## src/hdl/min_priority_queue_drain_core_macros.svh

```systemverilog
// assertion macros used by the queue controller rtl
`ifndef MIN_PRIORITY_QUEUE_DRAIN_CORE_MACROS_SVH
`define MIN_PRIORITY_QUEUE_DRAIN_CORE_MACROS_SVH
`ifndef SYNTHESIS
`define MPQD_ASSERT_IMP(label, clk, rst_n, ante, cons) \
	label: assert property (@(posedge clk) disable iff (!rst_n) (ante) |-> (cons)) \
		else $error("same-cycle check failed");
`define MPQD_ASSERT_NXT(label, clk, rst_n, ante, cons) \
	label: assert property (@(posedge clk) disable iff (!rst_n) (ante) |=> (cons)) \
		else $error("next-cycle check failed");
`else
`define MPQD_ASSERT_IMP(label, clk, rst_n, ante, cons)
`define MPQD_ASSERT_NXT(label, clk, rst_n, ante, cons)
`endif
`endif

```

## src/hdl/mpqd_pkg.sv

```systemverilog
package mpqd_pkg;
	localparam int QUEUE_DEPTH = 16;
	localparam int IDX_W = (QUEUE_DEPTH > 1) ? $clog2(QUEUE_DEPTH) : 1;
	localparam int CNT_W = $clog2(QUEUE_DEPTH + 1);
	localparam int CAP_W = 5;
	localparam int SEQ_W = 5;
	localparam int KEY_W = 8;
	localparam int STAMP_W = 32;
	localparam logic [CAP_W-1:0] CAP_RESET = CAP_W'(16);

	localparam logic OP_ADD = 1'b0;
	localparam logic OP_DRAIN = 1'b1;

	typedef struct packed {
		logic [KEY_W-1:0] key;
		logic [STAMP_W-1:0] stamp;
	} entry_t;

	// broadcast from the sequencer to every cell
	typedef struct packed {
		logic add_en;
		logic [IDX_W-1:0] add_pos;
		entry_t add_entry;
		logic shift_en;
		logic ins_en;
		logic [IDX_W-1:0] ins_pos;
	} cell_ctrl_t;

	typedef enum logic [1:0] {
		ST_IDLE,
		ST_SCAN,
		ST_EMIT,
		ST_SHIFT
	} state_t;
endpackage

```

## src/hdl/min_priority_queue_drain_core.sv

```systemverilog
// add: no result; the queue accepts while a result waits
// drain: each result is found by a scan that rotates the cell ring, then an
// emit once the output register is free, then a second rotation that drops
// the winner; the last result of a drain skips the second rotation
// reset: entry count cleared, capacity back to 16, cell contents not reset
module min_priority_queue_drain_core import mpqd_pkg::*; (
	input logic clk,
	input logic arst_n,
	input logic in_valid,
	output logic in_ready,
	input logic opcode,
	input logic [KEY_W-1:0] priority_key,
	input logic [STAMP_W-1:0] stamp,
	input logic cfg_wr_en,
	input logic [CAP_W-1:0] cfg_wr_data,
	output logic out_valid,
	input logic out_ready,
	output logic [SEQ_W-1:0] sequence_number,
	output logic [KEY_W-1:0] out_key,
	output logic [STAMP_W-1:0] out_stamp,
	output logic last_of_drain
);
	// the cells form a ring: cell 0 is the head seen by the sequencer,
	// every other cell hands its entry one place down each shift cycle
	cell_ctrl_t cell_ctrl;
	entry_t cell_entry [QUEUE_DEPTH];
	entry_t head;

	assign head = cell_entry[0];

	for (genvar i = 0; i < QUEUE_DEPTH; i++) begin : g_cell
		entry_t nxt;
		if (i == QUEUE_DEPTH - 1) begin : g_tail
			// on a shift the last cell refills from the head
			assign nxt = head;
		end else begin : g_body
			assign nxt = cell_entry[i+1];
		end
		mpqd_cell u_cell (
			.clk   (clk),
			.idx   (IDX_W'(i)),
			.ctrl  (cell_ctrl),
			.head  (head),
			.nxt   (nxt),
			.entry (cell_entry[i])
		);
	end

	// sequencer: capacity register, entry count, scan for the minimum,
	// output register so the next transaction can come in while one waits
	mpqd_ctrl u_ctrl (
		.clk             (clk),
		.arst_n          (arst_n),
		.in_valid        (in_valid),
		.in_ready        (in_ready),
		.opcode          (opcode),
		.priority_key    (priority_key),
		.stamp           (stamp),
		.cfg_wr_en       (cfg_wr_en),
		.cfg_wr_data     (cfg_wr_data),
		.head            (head),
		.cell_ctrl       (cell_ctrl),
		.out_valid       (out_valid),
		.out_ready       (out_ready),
		.sequence_number (sequence_number),
		.out_key         (out_key),
		.out_stamp       (out_stamp),
		.last_of_drain   (last_of_drain)
	);
endmodule

```

## src/hdl/mpqd_cell.sv

```systemverilog
module mpqd_cell import mpqd_pkg::*; (
	input logic clk,
	input logic [IDX_W-1:0] idx,
	input cell_ctrl_t ctrl,
	input entry_t head,
	input entry_t nxt,
	output entry_t entry
);
	entry_t entry_q;

	// add writes the tail, a shift moves one place towards the head,
	// the cell at the insert position takes the head back
	always_ff @(posedge clk) begin
		if (ctrl.add_en && ctrl.add_pos == idx) begin
			entry_q <= ctrl.add_entry;
		end else if (ctrl.shift_en) begin
			if (ctrl.ins_en && ctrl.ins_pos == idx) begin
				entry_q <= head;
			end else begin
				entry_q <= nxt;
			end
		end
	end

	assign entry = entry_q;
endmodule

```

## src/hdl/mpqd_ctrl.sv

```systemverilog
`include "min_priority_queue_drain_core_macros.svh"
module mpqd_ctrl import mpqd_pkg::*; (
	input logic clk,
	input logic arst_n,
	input logic in_valid,
	output logic in_ready,
	input logic opcode,
	input logic [KEY_W-1:0] priority_key,
	input logic [STAMP_W-1:0] stamp,
	input logic cfg_wr_en,
	input logic [CAP_W-1:0] cfg_wr_data,
	input entry_t head,
	output cell_ctrl_t cell_ctrl,
	output logic out_valid,
	input logic out_ready,
	output logic [SEQ_W-1:0] sequence_number,
	output logic [KEY_W-1:0] out_key,
	output logic [STAMP_W-1:0] out_stamp,
	output logic last_of_drain
);
	state_t state_q, state_nxt;
	logic [CAP_W-1:0] capacity_q;
	logic [CNT_W-1:0] count_q;
	logic [CNT_W-1:0] pass_len_q;
	logic [IDX_W-1:0] step_q;
	logic [IDX_W-1:0] best_idx_q;
	entry_t best_q;
	logic [SEQ_W-1:0] seq_q;
	logic out_valid_q;
	logic [SEQ_W-1:0] out_seq_q;
	entry_t out_entry_q;
	logic out_last_q;

	logic accept;
	logic full;
	logic last_step;
	logic out_free;

	assign accept = in_valid && in_ready;
	assign full = (32'(count_q) >= 32'(capacity_q)) || (32'(count_q) >= QUEUE_DEPTH);
	assign last_step = CNT_W'(step_q) == pass_len_q - CNT_W'(1);
	assign out_free = !out_valid_q || out_ready;

	always_comb begin
		state_nxt = state_q;
		case (state_q)
			ST_IDLE: begin
				if (accept && opcode == OP_DRAIN && count_q != '0) state_nxt = ST_SCAN;
			end
			ST_SCAN: begin
				if (last_step) state_nxt = ST_EMIT;
			end
			ST_EMIT: begin
				if (out_free) state_nxt = (count_q == CNT_W'(1)) ? ST_IDLE : ST_SHIFT;
			end
			ST_SHIFT: begin
				if (last_step) state_nxt = ST_SCAN;
			end
			default: state_nxt = ST_IDLE;
		endcase
	end

	always_comb begin
		in_ready = 1'b0;
		cell_ctrl = '0;
		cell_ctrl.add_pos = count_q[IDX_W-1:0];
		cell_ctrl.add_entry = '{key: priority_key, stamp: stamp};
		cell_ctrl.ins_pos = IDX_W'(count_q - CNT_W'(1));
		case (state_q)
			ST_IDLE: begin
				in_ready = 1'b1;
				cell_ctrl.add_en = in_valid && opcode == OP_ADD && !full;
			end
			ST_SCAN: begin
				cell_ctrl.shift_en = 1'b1;
				cell_ctrl.ins_en = 1'b1;
			end
			ST_SHIFT: begin
				cell_ctrl.shift_en = 1'b1;
				cell_ctrl.ins_en = step_q != best_idx_q;
			end
			default: ;
		endcase
	end

	always_ff @(posedge clk or negedge arst_n) begin
		if (!arst_n) begin
			state_q <= ST_IDLE;
			capacity_q <= CAP_RESET;
			count_q <= '0;
			pass_len_q <= '0;
			step_q <= '0;
			seq_q <= '0;
			out_valid_q <= 1'b0;
		end else begin
			state_q <= state_nxt;
			if (cfg_wr_en) capacity_q <= cfg_wr_data;
			if (out_valid_q && out_ready && state_q != ST_EMIT) out_valid_q <= 1'b0;
			case (state_q)
				ST_IDLE: begin
					if (accept) begin
						if (opcode == OP_ADD) begin
							if (!full) count_q <= count_q + CNT_W'(1);
						end else begin
							seq_q <= '0;
							step_q <= '0;
							pass_len_q <= count_q;
						end
					end
				end
				ST_SCAN: begin
					step_q <= last_step ? '0 : step_q + IDX_W'(1);
				end
				ST_EMIT: begin
					if (out_free) begin
						out_valid_q <= 1'b1;
						seq_q <= seq_q + SEQ_W'(1);
						if (count_q == CNT_W'(1)) count_q <= '0;
					end
				end
				ST_SHIFT: begin
					if (step_q == best_idx_q) count_q <= count_q - CNT_W'(1);
					if (last_step) begin
						step_q <= '0;
						pass_len_q <= pass_len_q - CNT_W'(1);
					end else begin
						step_q <= step_q + IDX_W'(1);
					end
				end
				default: ;
			endcase
		end
	end

	// running minimum over the scan, strict compare keeps the earliest on a tie
	always_ff @(posedge clk) begin
		if (state_q == ST_SCAN && (step_q == '0 || head.key < best_q.key)) begin
			best_q <= head;
			best_idx_q <= step_q;
		end
		if (state_q == ST_EMIT && out_free) begin
			out_seq_q <= seq_q + SEQ_W'(1);
			out_entry_q <= best_q;
			out_last_q <= count_q == CNT_W'(1);
		end
	end

	assign out_valid = out_valid_q;
	assign sequence_number = out_seq_q;
	assign out_key = out_entry_q.key;
	assign out_stamp = out_entry_q.stamp;
	assign last_of_drain = out_last_q;

	`MPQD_ASSERT_IMP(a_count_bound, clk, arst_n, 1'b1, 32'(count_q) <= QUEUE_DEPTH)
	`MPQD_ASSERT_IMP(a_busy_nonempty, clk, arst_n, state_q == ST_SCAN || state_q == ST_SHIFT, count_q != '0)
	`MPQD_ASSERT_NXT(a_emit_loads, clk, arst_n, state_q == ST_EMIT && out_free, out_valid_q)
	`MPQD_ASSERT_NXT(a_last_empties, clk, arst_n, state_q == ST_EMIT && out_free && count_q == CNT_W'(1), state_q == ST_IDLE && count_q == '0)
endmodule

```

## config.mk

```make
export PLATFORM = sky130hd
export DESIGN_NAME = min_priority_queue_drain_core
export DESIGN_NICKNAME = d
export VERILOG_FILES = /design/src/hdl/mpqd_pkg.sv /design/src/hdl/min_priority_queue_drain_core.sv /design/src/hdl/mpqd_cell.sv /design/src/hdl/mpqd_ctrl.sv
export VERILOG_INCLUDE_DIRS = /design/src /design/src/hdl
export SDC_FILE = /design/constraint.sdc
export NUM_CORES = 1
export LEC_CHECK = 0
export BUFFER_PORTS_ARGS = -buffer_cell sky130_fd_sc_hd__buf_2
export CORE_MARGIN = 4
export CORE_UTILIZATION = 35
export DETAILED_ROUTE_END_ITERATION = 10
export SLEW_MARGIN = 20
export SYNTH_ARGS = -nofsm -noshare
export SYNTH_HDL_FRONTEND = slang
export SYNTH_SLANG_ARGS = --single-unit
```

## constraint.sdc

```tcl
create_clock -name clk -period 9.38 [get_ports clk]
set_clock_uncertainty 0.2 [all_clocks]
set_input_delay 0.938 -clock clk [delete_from_list [all_inputs] [get_ports clk]]
set_output_delay 0.938 -clock clk [all_outputs]
set_load 0.005 [all_outputs]
```

# [After elaboration in Yosys (flattened, before gate mapping)]
# Index checks and enable logic that the tools add are counted.
[totals] ff_bits=757 in_bits=51
[op_classes] reduce_logical=77 mux=78 n_eq_ne=48 order_cmp=3 bitwise_logic=1 n_addsub=5
[op_table] cell="40-bit two-way mux" n=47
[op_table] cell="4-bit == test (second input constant)" n=15
[op_table] cell="5-bit two-way mux" n=12
[op_table] cell="1-bit logical AND" n=40
[op_table] cell="2-bit nonzero test" n=19
[op_table] cell="4-bit by 3-bit == test with 1-bit output (second input constant)" n=8
[op_table] cell="5-bit one-hot mux with 2 select lines" n=2
[op_table] cell="4-bit by 2-bit == test with 1-bit output (second input constant)" n=4
[op_table] cell="2-bit by 1-bit inequality test with 1-bit output (second input constant)" n=8
[op_table] cell="5-bit one-hot mux with 3 select lines" n=1
[op_table] cell="4-bit zero test" n=3
[op_table] cell="4-bit two-way mux" n=3
[op_table] cell="4-bit AND reduction" n=3
[op_table] cell="5-bit by 1-bit adder with 5-bit output (second input constant)" n=2
[op_table] cell="2-bit two-way mux" n=5
[op_table] cell="5-bit by 1-bit subtractor with 5-bit output (second input constant)" n=2
[op_table] cell="4-bit by 1-bit == test with 1-bit output (second input constant)" n=2
[op_table] cell="8-bit < comparator" n=1
[op_table] cell="2-bit inequality test (second input constant)" n=4
[op_table] cell="2-bit one-hot mux with 4 select lines" n=1
[op_table] cell="4-bit one-hot mux with 2 select lines" n=1
[op_table] cell="7-bit AND reduction" n=1
[op_table] cell="4-bit by 5-bit == test with 1-bit output" n=1
[op_table] cell="5-bit by 1-bit == test with 1-bit output (second input constant)" n=1
[op_table] cell="other kinds (18)" n=26

# [Logic depth before layout (Yosys ltp)]
[depth] word_depth=8 depth_mapped=10 mapped_depth_nobuf=8

# [By module]
# From an unflattened synthesis, not the netlist that was laid out.
[unflattened] cells_unflattened=4430 hier_area_um2=43062.6
[by_module_without_submodules] mod="mpqd_cell" area_per_inst_um2=2364.8 cells_per_inst=252 seq_area_each_um2=1201.2 n_inst=16
[by_module_without_submodules] mod="mpqd_ctrl" area_per_inst_um2=5218.8 cells_per_inst=396 seq_area_each_um2=3379.5 n_inst=1
[by_module_without_submodules] mod="min_priority_queue_drain_core" area_per_inst_um2=7.5 cells_per_inst=2 seq_area_each_um2=0.0 n_inst=1

# [Worst setup path before layout]
# OpenSTA, ideal clock, no wires.
[synth_timing] path_type="flip-flop to flip-flop" from="register g_cell[0].u_cell.entry_q (netlist bit g_cell[0].u_cell.entry[33])" to="register u_ctrl.best_idx_q[0], enable pin" n_path_buf=0 arrival_time_ns=4.519 setup_time_ns=0.513 setup_slack_ns=4.148 synth_period_minus_slack_ns=5.232 stages_incl_launch_ff=7 cell_sequence="edfxtp_1 > ha_1 > a21o_1 > a21o_1 > a21oi_1 > o21ai_0 > a21boi_0"
[synth_via] elab_chain_cells=3
[synth_lines] element="start, declared" line="mpqd_cell.sv:9" text="entry_t entry_q;"
[synth_lines] element="start signal, assigned" line="mpqd_cell.sv:15" text="entry_q <= ctrl.add_entry;"
[synth_lines] element="start signal, assigned" line="mpqd_cell.sv:20" text="entry_q <= nxt;"
[synth_lines] element="8-bit < comparator" line="mpqd_ctrl.sv:137" text="if (state_q == ST_SCAN && (step_q == '0 || head.key < best_q.key)) begin"
[synth_lines] element="1-bit logical OR" line="mpqd_ctrl.sv:137"
[synth_lines] element="1-bit logical AND" line="mpqd_ctrl.sv:137"
[synth_lines] element="end signal, assigned" line="mpqd_ctrl.sv:139" text="best_idx_q <= step_q;"
[synth_lines] element="end, declared" line="mpqd_ctrl.sv:26" text="logic [IDX_W-1:0] best_idx_q;"
# No other way between the ends.
# A chain may end at the register's enable or synchronous reset.

# [Worst setup path after layout]
[layout_timing] from="register u_ctrl.count_q[2]" to="register g_cell[7].u_cell.entry_q (netlist bit g_cell[7].u_cell.entry[24]), enable pin"
[layout_via] elab_chain_cells=7 elab_cells_between_ends=9 classes_between="order compare: 2; eq/ne: 1; mux: 1; reduce/logical: 5"
[layout_lines] element="start, declared" line="mpqd_ctrl.sv:23" text="logic [CNT_W-1:0] count_q;"
[layout_lines] element="start signal, assigned" line="mpqd_ctrl.sv:103" text="if (!full) count_q <= count_q + CNT_W'(1);"
[layout_lines] element="start signal, assigned" line="mpqd_ctrl.sv:122" text="if (step_q == best_idx_q) count_q <= count_q - CNT_W'(1);"
[layout_lines] element="5-bit >= comparator" line="mpqd_ctrl.sv:40" text="assign full = (32'(count_q) >= 32'(capacity_q)) || (32'(count_q) >= QUEUE_DEPTH);"
[layout_lines] element="1-bit logical OR" line="mpqd_ctrl.sv:40"
[layout_lines] element="1-bit zero test" line="mpqd_ctrl.sv:72" text="cell_ctrl.add_en = in_valid && opcode == OP_ADD && !full;"
[layout_lines] element="1-bit logical AND" line="mpqd_ctrl.sv:72"
[layout_lines] element="1-bit two-way mux" line="mpqd_ctrl.sv:69" text="case (state_q)"
[layout_lines] element="1-bit logical AND *" line="mpqd_cell.sv:14" text="if (ctrl.add_en && ctrl.add_pos == idx) begin"
[layout_lines] element="2-bit nonzero test (no line) *"
[layout_lines] element="end signal, assigned" line="mpqd_cell.sv:15"
[layout_lines] element="end signal, assigned" line="mpqd_cell.sv:20"
[layout_lines] element="end, declared" line="mpqd_cell.sv:9"
# Mark *: on every way between the ends. The rest lies on a longest branch, timed or not.

==> results.cfg <==
[detailed_routing]
antenna_left = 0
drt_iter0_drc = 2320
first_pass_iters = 5
routedWlPerCell_um = 21.93
drc = 0
wl_um = 97870
vias = 23484
viasPerCell = 5.262

[worst_setup_path]
path_cells = ha_1 -> a21oi_1 -> o21ai_0 -> a31oi_4 -> nand3_4 -> nand2_2 -> buf_4
startpoint_type = flip-flop
crit_path_top_delay_cell = nand3_4
r2r-start = u_ctrl.count_q[2]
worst_ep_required_time_ns = 9.45
cp-end-kind = flip-flop
rrSetupSlack_ns = 4.32
crit_fanout = 81
worstSetupPathType = flip-flop to flip-flop
reg2reg_to = g_cell[7].u_cell.entry[24]
slowest_delay_ns = 0.92
reg2regPathDepth = 7
worstPathArrival_ns = 5.13

[global_routing]
grt_pass1_wl_um = 146500
grt_start_max_net_pins = 82
grtUsageMet2_pct = 28.91
met1_usage_pct = 22.94
grt_pass1_vias = 22668
grt_use_total_pct = 17.11
use_met3_pct = 2.521
antenna_found_initial = 3
grt.overflow.total = 0
busiest_layer = met2

[die]
fp-row-count = 119
die_height_um = 334.2
die_w_um = 334.2
coreArea_um2 = 105400
initial_core_util_pct = 35.33
dieArea_um2 = 111700
io_pins = 99

[synthesis]
syn-cell-area_um2 = 37250
synth_nets = 3150
synth-main-ff-cell = edfxtp_1
synthCells = 3073
synth_edf_count = 730
syn_area_per_cell_um2 = 12.12
ys_seq_area_share_pct = 60.67
synth-seq-cells = 757
async_flop_share_pct = 3.567
ys_warn_count = 0
synth_cell_types = 63

[sta]
finalSetupViolations = 0
hold_viol = 0
fmax_mhz = 197.7
fin_tns_setup_ns = 0
worst_slack_ns = 4.322
slew_violations = 0
tightest_slew_ns = 1.140
period_minus_slack_ns = 5.058
slew_headroom_pct = 24.00
rsz0062_at_grt = no
fin_crit_sh_pct = 53.92

[place]
dp_slack_ns = 4.241
gp_congestion = 0.7603
placed_area_um2 = 38630
place_hpwl_um = 55720
portBuffers = 98

[cells_and_area]
final_layout_size_suffix_gt1_share_pct = 12.21
syn_to_final_growth_pct = 10.81
fin_area_um2 = 41270
postLayoutCoreUtil_pct = 39.15
layout_common_cells = edfxtp_1 (730), mux2i_1 (564), nor2_1 (539)
final_common_cell = edfxtp_1
final_net_count = 3082

[pwr]
ir_drop_v = 0.0001932
power.density_nw_per_um2 = 376.7
leakage_nw = 17.06

[cts]
cts_buffer_depth = 3
post_cts_buffers = 0
cts.sinks = 757
cts_buffers = 82
cts.root.buffer_cell = clkbuf_16
clkTransAtPathRegs_ns = 0.06
htreeDepth = 3
clock_latency_ns = 0.64
cts_resized = 0
cts_hold_buf = 0
cts_tree = done

[run_status]
outcome = finished, final reports clean

[job]
max_cap_violations = 0

[hold_path]
worstHoldPathType = input pin to asynchronous set/reset pin
power by group:
part | switching (mW) | total (mW) | internal (mW)
registers | 1.10 | 7.64 | 6.54
logic | 2.92 | 4.68 | 1.76
clock network | 1.39 | 3.23 | 1.84
cell type report:
type	instances	area [µm²]
repair buffers	125	693.2
inverters	28	105.1
clock buffers	99	2168
clock inverters	51	451.7
well taps	1391	1740
fillers	9890	64140
diodes	1	2.502
flip-flops and latches	757	22600
multi-input cells	2011	13510
kinds of logic (layout without fill, tap and decap cells):
group | after synthesis | after routing | share of synthesized area (%)
flip-flops | 757 | 757 | 60.67
AND/OR/NAND/NOR | 690 | 690 | 7.693
multiplexers | 646 | 646 | 17.64
AO/OA/AOI/OAI | 637 | 637 | 9.033
buffers and inverters | 305 | 303 | 3.813
adder cells (fa/ha/maj) | 26 | 26 | 0.8734
XOR/XNOR | 12 | 12 | 0.2822
other | 0 | 1 | 0
through the flow:
| step | cells | hold WS (ns) | total power, mW |
|---|---|---|---|
| 2_1_floorplan | 3073 | 0.2003 | 10.60 |
| 3_3_place_gp | 4312 | 0.2016 | 12.30 |
| 3_5_place_dp | 4312 | 0.2052 | 12.44 |
| 4_1_cts | 4462 | 0.1094 | 15.71 |
| 5_1_grt | 4462 | 0.1566 | 16.42 |
| 6_report | 4463 | 0.1219 | 15.55 |
cell usage after synthesis, types with 20 or more instances:
master	n	area, µm²
nand2_1	86	322.8
mux2_2	76	855.8
o21ai_0	20	100.1
a21oi_1	533	2668
mux2i_1	564	5645
ha_1	26	325.3
o21ai_1	43	215.2
inv_1	28	105.1
clkbuf_1	142	533.0
dfrtp_1	26	650.6
edfxtp_1	730	21920
buf_2	115	575.6
nor2_1	541	2031
critical path: cells and delay by family, from the launching register on:
| family | cells | cell delay, ns |
|---|---|---|
| AND/OR/NAND/NOR | 2 | 1.66 |
| AO/OA/AOI/OAI | 3 | 1.18 |
| flip-flops | 1 | 0.69 |
| buffers and inverters | 1 | 0.52 |
| adder cells (fa/ha/maj) | 1 | 0.34 |
flip-flops by register name, summed over array words and instances (netlist names):
name                    cells
g_cell.u_cell.entry       640
u_ctrl.step_q               4
u_ctrl.best_idx_q           4
u_ctrl.pass_len_q           5
u_ctrl.out_stamp           32
u_ctrl.capacity_q           5
u_ctrl.best_q              40
u_ctrl.last_of_drain        1
u_ctrl.sequence_number      5
u_ctrl.count_q              5
u_ctrl.out_valid            1
u_ctrl.seq_q                5
u_ctrl.out_key              8
u_ctrl.state_q              2
per-layer routing:
metal / up-vias / wire length, µm
met3: 138 / 5620
met4: 2 / 2267
met5: - / 13
met1: 11559 / 42820
li1: 11095 / -
met2: 690 / 47150
worst max-delay path by stage:
stage                                     startpoint                     endpoint  slack (ns)  cells after the start
after global placement                        opcode  g_cell[14].u_cell.entry[10]        4.32                      5
after floorplan           g_cell[0].u_cell.entry[33]         u_ctrl.best_idx_q[0]        4.15                      6
final                              u_ctrl.count_q[2]   g_cell[7].u_cell.entry[24]        4.32                      7
after global routing               u_ctrl.count_q[2]   g_cell[7].u_cell.entry[24]        3.96                      7
after detailed placement                      opcode   g_cell[7].u_cell.entry[27]        4.24                      6
after CTS                          u_ctrl.count_q[2]   g_cell[7].u_cell.entry[26]        4.26                      7
Note: power is estimated with default switching activity, not from simulation.
